**config.mk**
```make
export PLATFORM = sky130hd
export DESIGN_NAME = stereo_bar_meter_peak_hold_core_flat
export DESIGN_NICKNAME = d
export VERILOG_FILES = /design/src/sbm_pkg.sv /design/src/sbm_tick_if.sv /design/src/sbm_bar_if.sv /design/src/sbm_quant.sv /design/src/stereo_bar_meter_peak_hold_core.sv /design/src/flat_wrapper.sv
export SDC_FILE = /design/constraint.sdc
export NUM_CORES = 1
export LEC_CHECK = 0
export ABC_AREA = 1
export BUFFER_PORTS_ARGS = -buffer_cell sky130_fd_sc_hd__buf_2
export CORE_ASPECT_RATIO = 1.1
export CORE_MARGIN = 5
export CORE_UTILIZATION = 53
export CTS_BUF_LIST = sky130_fd_sc_hd__clkbuf_16
export DETAILED_ROUTE_END_ITERATION = 10
export GPL_TIMING_DRIVEN = 0
export PLACE_DENSITY = 0.77
export SLEW_MARGIN = 25
export SYNTH_ARGS = -nofsm -noshare
export SYNTH_HDL_FRONTEND = slang
export SYNTH_SLANG_ARGS = --single-unit
```
**constraint.sdc**
```tcl
create_clock -name clk -period 2.9 [get_ports clk]
set_input_delay 0.145 -clock clk [delete_from_list [all_inputs] [get_ports clk]]
set_output_delay 0.145 -clock clk [all_outputs]
set_load 0.02 [all_outputs]
```
**src/sbm_pkg.sv**
```systemverilog
// Shared types, widths and the level threshold table of the stereo bar meter.
package sbm_pkg;

  localparam int SAMPLE_W             = 12;
  localparam int LEVEL_W              = 5;
  localparam int PATTERN_W            = 10;
  localparam int COUNT_W              = 8;
  localparam int TABLE_SIZE           = 16;
  localparam int NUM_SEGMENTS_DEFAULT = 10;

  typedef logic [SAMPLE_W-1:0]         sample_t;
  typedef logic signed [LEVEL_W-1:0]   level_t;
  typedef logic [PATTERN_W-1:0]        pattern_t;
  typedef logic [COUNT_W-1:0]          count_t;
  typedef logic [COUNT_W-1:0]          hold_t;

  localparam level_t LEVEL_NONE       = -5'sd1;
  localparam hold_t  HOLD_TICKS_RESET = 8'd100;
  localparam count_t COUNT_TOP        = '1;

  // Ascending thresholds; entries past the tenth sit at full scale and never trip.
  localparam sample_t LEVEL_TABLE [TABLE_SIZE] = '{
    12'd20,   12'd200,  12'd632,  12'd893,  12'd1125, 12'd1416, 12'd1783, 12'd2000,
    12'd2825, 12'd4000, 12'd4095, 12'd4095, 12'd4095, 12'd4095, 12'd4095, 12'd4095
  };

endpackage

```
**src/sbm_tick_if.sv**
```systemverilog
// Input channel: one display tick carrying one converter sample.
interface sbm_tick_if;
  logic             valid;
  logic             ready;
  sbm_pkg::sample_t sample;

  modport source (output valid, output sample, input ready);
  modport sink   (input valid, input sample, output ready);
endinterface

```
**src/sbm_bar_if.sv**
```systemverilog
// Output channel: one bar display result per tick.
interface sbm_bar_if;
  logic              valid;
  logic              ready;
  sbm_pkg::pattern_t bar_pattern;
  sbm_pkg::level_t   bar_level;
  logic              peak_shown;
  logic              served_channel;

  modport source (output valid, output bar_pattern, output bar_level,
                  output peak_shown, output served_channel, input ready);
  modport sink   (input valid, input bar_pattern, input bar_level,
                  input peak_shown, input served_channel, output ready);
endinterface

```
**src/sbm_quant.sv**
```systemverilog
// Sample quantizer: parallel strict compares against the threshold table.
module sbm_quant #(
  parameter int NumSegments = sbm_pkg::NUM_SEGMENTS_DEFAULT
) (
  input  sbm_pkg::sample_t sample,
  output sbm_pkg::level_t  level
);
  import sbm_pkg::*;

  // Table is ascending, so the highest tripped threshold gives the level.
  always_comb begin
    level = LEVEL_NONE;
    for (int i = 0; i < TABLE_SIZE; i++) begin
      if (i < NumSegments && sample > LEVEL_TABLE[i]) begin
        level = level_t'(LEVEL_W'(i));
      end
    end
  end

endmodule

```
**src/stereo_bar_meter_peak_hold_core.sv**
```systemverilog
// Top level of the stereo bar meter with per-channel peak hold.
// Each tick passes through the input register, then the result register,
//   which drives the result.
//   Throughput: one tick per clock, sustained while the output side takes results.
// The result register frees the input side while a result waits to be taken.
// Reset (rst, synchronous): channel pointer to 0 so the first tick serves
//   channel 1, both peaks to -1, both hold counters to 0, hold_ticks to 100.
module stereo_bar_meter_peak_hold_core #(
  parameter int NUM_SEGMENTS = sbm_pkg::NUM_SEGMENTS_DEFAULT
) (
  input  logic            clk,
  input  logic            rst,
  sbm_tick_if.sink        tick,
  sbm_bar_if.source       bar,
  input  logic            cfg_we,
  input  sbm_pkg::hold_t  cfg_wdata
);
  import sbm_pkg::*;

  // Configuration register.
  hold_t    hold_ticks;

  // Input register stage.
  logic     s1_valid;
  sample_t  s1_sample;

  // Result register stage.
  logic     res_valid;
  pattern_t res_pattern;
  level_t   res_level;
  logic     res_shown;
  logic     res_channel;

  // Per-channel meter state.
  logic     current_channel;
  level_t   held_peak [2];
  count_t   hold_counter [2];

  // Work stage signals.
  logic     advance;
  logic     ch;
  level_t   level;
  level_t   peak_cur;
  count_t   cnt_inc;
  logic     below;
  logic     show;
  level_t   held_peak_next;
  count_t   hold_counter_next;
  pattern_t pattern_next;

  // Move the input register into the result register when the result slot
  // is empty or being drained this cycle.
  assign advance    = s1_valid && (!res_valid || bar.ready);
  assign tick.ready = !s1_valid || advance;

  // Served channel toggles each tick; the new value is the one served.
  assign ch = ~current_channel;

  sbm_quant #(
    .NumSegments(NUM_SEGMENTS)
  ) u_quant (
    .sample(s1_sample),
    .level (level)
  );

  always_comb begin
    peak_cur = held_peak[ch];
    // Count this tick, saturating at the top.
    cnt_inc  = (hold_counter[ch] == COUNT_TOP) ? hold_counter[ch]
                                               : hold_counter[ch] + 1'b1;
    below    = level < peak_cur;
    show     = below && (cnt_inc < hold_ticks);

    // A level at or above the peak takes over; an expired hold drops the peak.
    if (!below) begin
      held_peak_next    = level;
      hold_counter_next = '0;
    end else if (show) begin
      held_peak_next    = peak_cur;
      hold_counter_next = cnt_inc;
    end else begin
      held_peak_next    = LEVEL_NONE;
      hold_counter_next = '0;
    end

    // Fill bits up to the level, then add the held dot when shown.
    for (int i = 0; i < PATTERN_W; i++) begin
      pattern_next[i] = (level >= $signed(LEVEL_W'(i)))
                      || (show && (peak_cur == $signed(LEVEL_W'(i))));
    end
  end

  always_ff @(posedge clk) begin
    if (rst) begin
      hold_ticks      <= HOLD_TICKS_RESET;
      s1_valid        <= 1'b0;
      res_valid       <= 1'b0;
      current_channel <= 1'b0;
      held_peak[0]    <= LEVEL_NONE;
      held_peak[1]    <= LEVEL_NONE;
      hold_counter[0] <= '0;
      hold_counter[1] <= '0;
    end else begin
      if (cfg_we) begin
        hold_ticks <= cfg_wdata;
      end

      // Input register: take a transfer, or drop the item once it advances.
      if (tick.valid && tick.ready) begin
        s1_valid  <= 1'b1;
        s1_sample <= tick.sample;
      end else if (advance) begin
        s1_valid <= 1'b0;
      end

      // Result register and state commit.
      if (advance) begin
        res_valid        <= 1'b1;
        res_pattern      <= pattern_next;
        res_level        <= level;
        res_shown        <= show;
        res_channel      <= ch;
        current_channel  <= ch;
        held_peak[ch]    <= held_peak_next;
        hold_counter[ch] <= hold_counter_next;
      end else if (bar.ready) begin
        res_valid <= 1'b0;
      end
    end
  end

  assign bar.valid          = res_valid;
  assign bar.bar_pattern    = res_pattern;
  assign bar.bar_level      = res_level;
  assign bar.peak_shown     = res_shown;
  assign bar.served_channel = res_channel;

endmodule

```
**src/flat_wrapper.sv**
```systemverilog
// flat-port wrapper written by rule: the top's interface ports become plain ports
module stereo_bar_meter_peak_hold_core_flat import sbm_pkg::*;
#(
  parameter int NUM_SEGMENTS = sbm_pkg::NUM_SEGMENTS_DEFAULT
)
  (clk, rst, cfg_we, cfg_wdata, tick_valid, tick_sample, tick_ready, bar_valid, bar_bar_pattern, bar_bar_level, bar_peak_shown, bar_served_channel, bar_ready);
  sbm_tick_if tick_i ();
  sbm_bar_if bar_i ();
  input  logic clk;
  input  logic rst;
  input  logic cfg_we;
  input  sbm_pkg::hold_t cfg_wdata;
  input wire logic [$bits(tick_i.valid)-1:0] tick_valid;
  input wire logic [$bits(tick_i.sample)-1:0] tick_sample;
  output wire logic [$bits(tick_i.ready)-1:0] tick_ready;
  output wire logic [$bits(bar_i.valid)-1:0] bar_valid;
  output wire logic [$bits(bar_i.bar_pattern)-1:0] bar_bar_pattern;
  output wire logic [$bits(bar_i.bar_level)-1:0] bar_bar_level;
  output wire logic [$bits(bar_i.peak_shown)-1:0] bar_peak_shown;
  output wire logic [$bits(bar_i.served_channel)-1:0] bar_served_channel;
  input wire logic [$bits(bar_i.ready)-1:0] bar_ready;
  assign tick_i.valid = tick_valid;
  assign tick_i.sample = tick_sample;
  assign tick_ready = tick_i.ready;
  assign bar_valid = bar_i.valid;
  assign bar_bar_pattern = bar_i.bar_pattern;
  assign bar_bar_level = bar_i.bar_level;
  assign bar_peak_shown = bar_i.peak_shown;
  assign bar_served_channel = bar_i.served_channel;
  assign bar_i.ready = bar_ready;
  stereo_bar_meter_peak_hold_core #(.NUM_SEGMENTS(NUM_SEGMENTS)) u_core (.clk(clk), .rst(rst), .tick(tick_i), .bar(bar_i), .cfg_we(cfg_we), .cfg_wdata(cfg_wdata));
endmodule
```
==> metrics.md <==
| Metric | Value |
|---|---|
| Antenna violations before repair | `0` |
| Post-route design area | `0.00497 mm^2` |
| Minimum period implied by the final worst setup slack | `3.13 ns` |
| Hold Path Sink | `u_core.s1_sample[4]` |
| Reg clk slew, reported paths | `0.05 ns` |
| Synthesized net count | `450` |
| Number of DRC markers in iteration 0 | `246` |
| Worst-skew pair later-pin latency | `~0.33 ns` |
| R2r endpoint | `u_core.held_peak[1][0]` |
| Status | `finished, violations left` |
| Distinct cells, synth | `37` |
| Vias in the first global route | `3,209` |
| Drt pass-1 iters | `5` |
| Pwr/cell area | `roughly 520 mW/mm^2` |
| Synth warn | `0` |
| Top cells by area, synth | `edfxtp_1, nand2_1, dfxtp_1` |
| DP HPWL | `roughly 6000 um` |
| IO buf count | `43` |
| Yosys top cell area share | `0.450` |
| Number of nets in the layout | `558` |
| Post-DP Area | `between 0.004 and 0.005 mm^2` |
| Worst Skew | `0.00469 ns` |
| Top_reg_cell synth | `edfxtp_1` |
| Vias per inst | `5.57` |
| Synth Instances | `413` |
| Wire per inst | `roughly 16 um` |
| Die Span X | `89.4 um` |
| Worst reg-to-reg path cell count | `17` |
| Final Max Tran Viols | `0` |
| Routed via count | `roughly 3.4k` |
| Core Region | `0.00667 mm^2` |
| Hold Vio Cnt, Final | `0` |
| Critical path type | `flip-flop to flip-flop` |
| Global placement routability congestion | `0.885` |
| CTS buffer count | `9` |
| Root buf cell | `clkbuf_16` |
| Die area | `~0.0087 mm^2` |
| Post-route ant nets | `0` |
| Sequential share of the synthesized area | `0.510` |
| CTS tree | `done` |
| Final WS setup | `-0.235 ns` |
| Area leader, netlist | `edfxtp_1` |
| Synthesized cell area | `0.00367 mm^2` |
| H-tree depth | `3` |
| WHS Path Cells | `1` |
| Failing checks | `setup timing` |
| Final wirelength | `9640 um` |
| Layout area overhead | `35.2%` |
| Final worst path period share | `1.08` |
| N_diodes | `0` |
| Clock Sinks | `66` |
| Ratio of cells with drive above 1 in the final layout | `0.369` |
| Die height | `97.3 um` |
| DRC violations left | `0` |
| Kind of end point of the critical path | `flip-flop` |
| Number of top-level pins | `44` |
| CP max FO | `7` |
| RSZ-0062 raised after global routing | `yes` |
| GRT Total Usage | `0.223` |
| Initial Util | `0.551` |
| FMAX | `between 300 and 400 MHz` |
| First-pass GRT wire length | `around 15,000 um` |
| Crit path required time | `2.95 ns` |
| RR Startpoint | `u_core.current_channel` |
| Overflow after GRT | `0` |
| Maxcap violations | `0` |
| CP max-delay cell | `dfxtp_4` |
| Syn_area_per_cell | `between 8 and 9 um^2` |
| DP Worst Slack | `-0.533 ns` |
| Largest net degree at the start of global routing | `19` |
| Worst Path Arrival | `3.19 ns` |
| Commonest cells in the netlist | `nand2_1, nor2_1, edfxtp_1` |
| Asr flop ratio synth | `0` |
| EDFF count, synth | `55` |
| Hold_sp | `tick_sample[4]` |
| Final setup vio count | `36` |
| Critical Path Start Type | `flip-flop` |
| Maximum root-to-sink buffer count | `2` |
| Critical path, cell by cell | `inv_4 -> buf_6 -> or2_2 -> o21ai_2 -> inv_2 -> ha_4 -> inv_4 -> nor3_4 -> nand2_2 -> o21ai_2 -> ha_1 -> a21oi_2 -> nor2_2 -> a211oi_2 -> nand2_4 -> o211ai_1 -> nand3_1` |
| # rows | `31` |
| Crit path largest cell delay | `0.37 ns` |
| Top-count cell post-synth | `nand2_1` |
| Leakage power | `0.00205 uW` |
| Peak supply drop | `0.360 mV` |
| R2r setup slk | `-0.23 ns` |
| Worst Tran Pin Value | `0.918 ns` |
| Rel. slew slack | `0.388` |
| #FFs+latches synth | `66` |
| Hold WC Path Type | `input pin to flip-flop` |
[where the power goes]
group	total (uW)	internal, uW	switching [uW]	leakage (uW)
clock network	1050	655	390	0.000145
logic	446	180	266	0.00132
registers	1090	1070	19.1	0.000592
total	2580	1900	676	0.00205
[critical path, delay by kind of cell, from the launching register on]
kind            cells  cell delay, ns
flops               1            0.37
fa+ha+maj           2            0.49
buf+inv             4            0.30
compound gates      5            0.88
simple gates        6            0.80
[flip-flops by register name, indices dropped and copies added, names as in the netlist]
register / cells
u_core.hold_counter: 16
u_core.s1_sample: 12
u_core.bar.bar_pattern: 10
u_core.held_peak: 10
u_core.hold_ticks: 8
u_core.bar.bar_level: 5
u_core.bar.peak_shown: 1
u_core.bar.served_channel: 1
u_core.bar.valid: 1
u_core.current_channel: 1
u_core.s1_valid: 1
[per-layer routing]
layer  vias up  global-route usage  wire length [um]
met1      1562               0.295              3880
met5         -                   0                 0
met2       161               0.349              4850
met4         0              0.0767               179
li1       1638                   -                 -
met3        25              0.0611               735
[per-stage QoR]
step | instances | hold WS (ns) | total power (uW) | utilization | TNS (ns)
floorplan | 413 | 0.214 | 1320 | - | 0
global placement | 538 | 0.322 | 1390 | 0.601 | -16.08
detailed placement | 538 | 0.324 | 1400 | 0.601 | -16.30
CTS | 589 | 0.00373 | 2500 | 0.703 | -4.91
global route | 608 | 0.00107 | 2670 | 0.744 | -12.41
finish | 608 | 0.00941 | 2580 | 0.744 | -6.29
[layout by cell type (no fill, tap or decap), types with 7 or more instances in the layout]
| cell type | synthesis | layout |
|---|---|---|
| nand3_1 | 30 | 29 |
| clkbuf_16 | 0 | 9 |
| nand2_1 | 72 | 66 |
| nand2_2 | 12 | 14 |
| dfxtp_1 | 11 | 10 |
| a21oi_1 | 17 | 11 |
| ha_1 | 12 | 9 |
| dlygate4sd3_1 | 0 | 11 |
| o21ai_0 | 25 | 20 |
| inv_1 | 45 | 37 |
| nor2_2 | 1 | 7 |
| nand4_1 | 14 | 14 |
| buf_2 | 1 | 43 |
| o21ai_2 | 11 | 16 |
| nor2_1 | 56 | 47 |
| edfxtp_1 | 55 | 55 |
| inv_2 | 2 | 11 |
| buf_4 | 0 | 41 |
[timing repair]
action                     4_1_cts  5_1_grt
cloned                           1        1
hold buffers                    11        0
resized for setup               26       42
setup buffers                   23       19
pin swaps                       21       51
setup endpoints to repair       37       37
hold endpoints to repair        11        0
[cell type report]
class	count	area (um^2)
Sequential cell	66	1880
Multi-Input combinational cell	291	1770
Fill cell	467	1710
Timing Repair Buffer	96	661
Clock buffer	9	225
Inverter	49	201
Tap cell	82	103
Clock inverter	7	62.6
Buffer	7	56.3
Timing Repair inverter	1	8.76
[cells by family (layout without fill, tap and decap cells)]
kind of cell / Yosys count / in the layout / share of synthesized area
and+or+nand+nor: 211 / 212 / 0.269
AOI/OAI and AO/OA: 66 / 66 / 0.109
DFF: 66 / 66 / 0.510
buffers and inverters: 57 / 169 / 0.0688
adders and majority gates: 12 / 12 / 0.0409
xor gates and xnor gates: 1 / 1 / 0.00238
[worst max-delay path by stage]
| stage | from | end | slack, ns |
|---|---|---|---|
| after detailed placement | u_core.current_channel | u_core.held_peak[1][0] | -0.53 |
| after floorplan | u_core.current_channel | u_core.held_peak[0][1] | 0.001 |
| final | u_core.current_channel | u_core.held_peak[1][0] | -0.23 |
| after CTS | u_core.current_channel | u_core.held_peak[1][0] | -0.20 |
| after global placement | u_core.current_channel | u_core.held_peak[0][4] | -0.42 |
| after global routing | u_core.current_channel | u_core.held_peak[1][0] | -0.39 |
(Power assumes the default switching activity.)
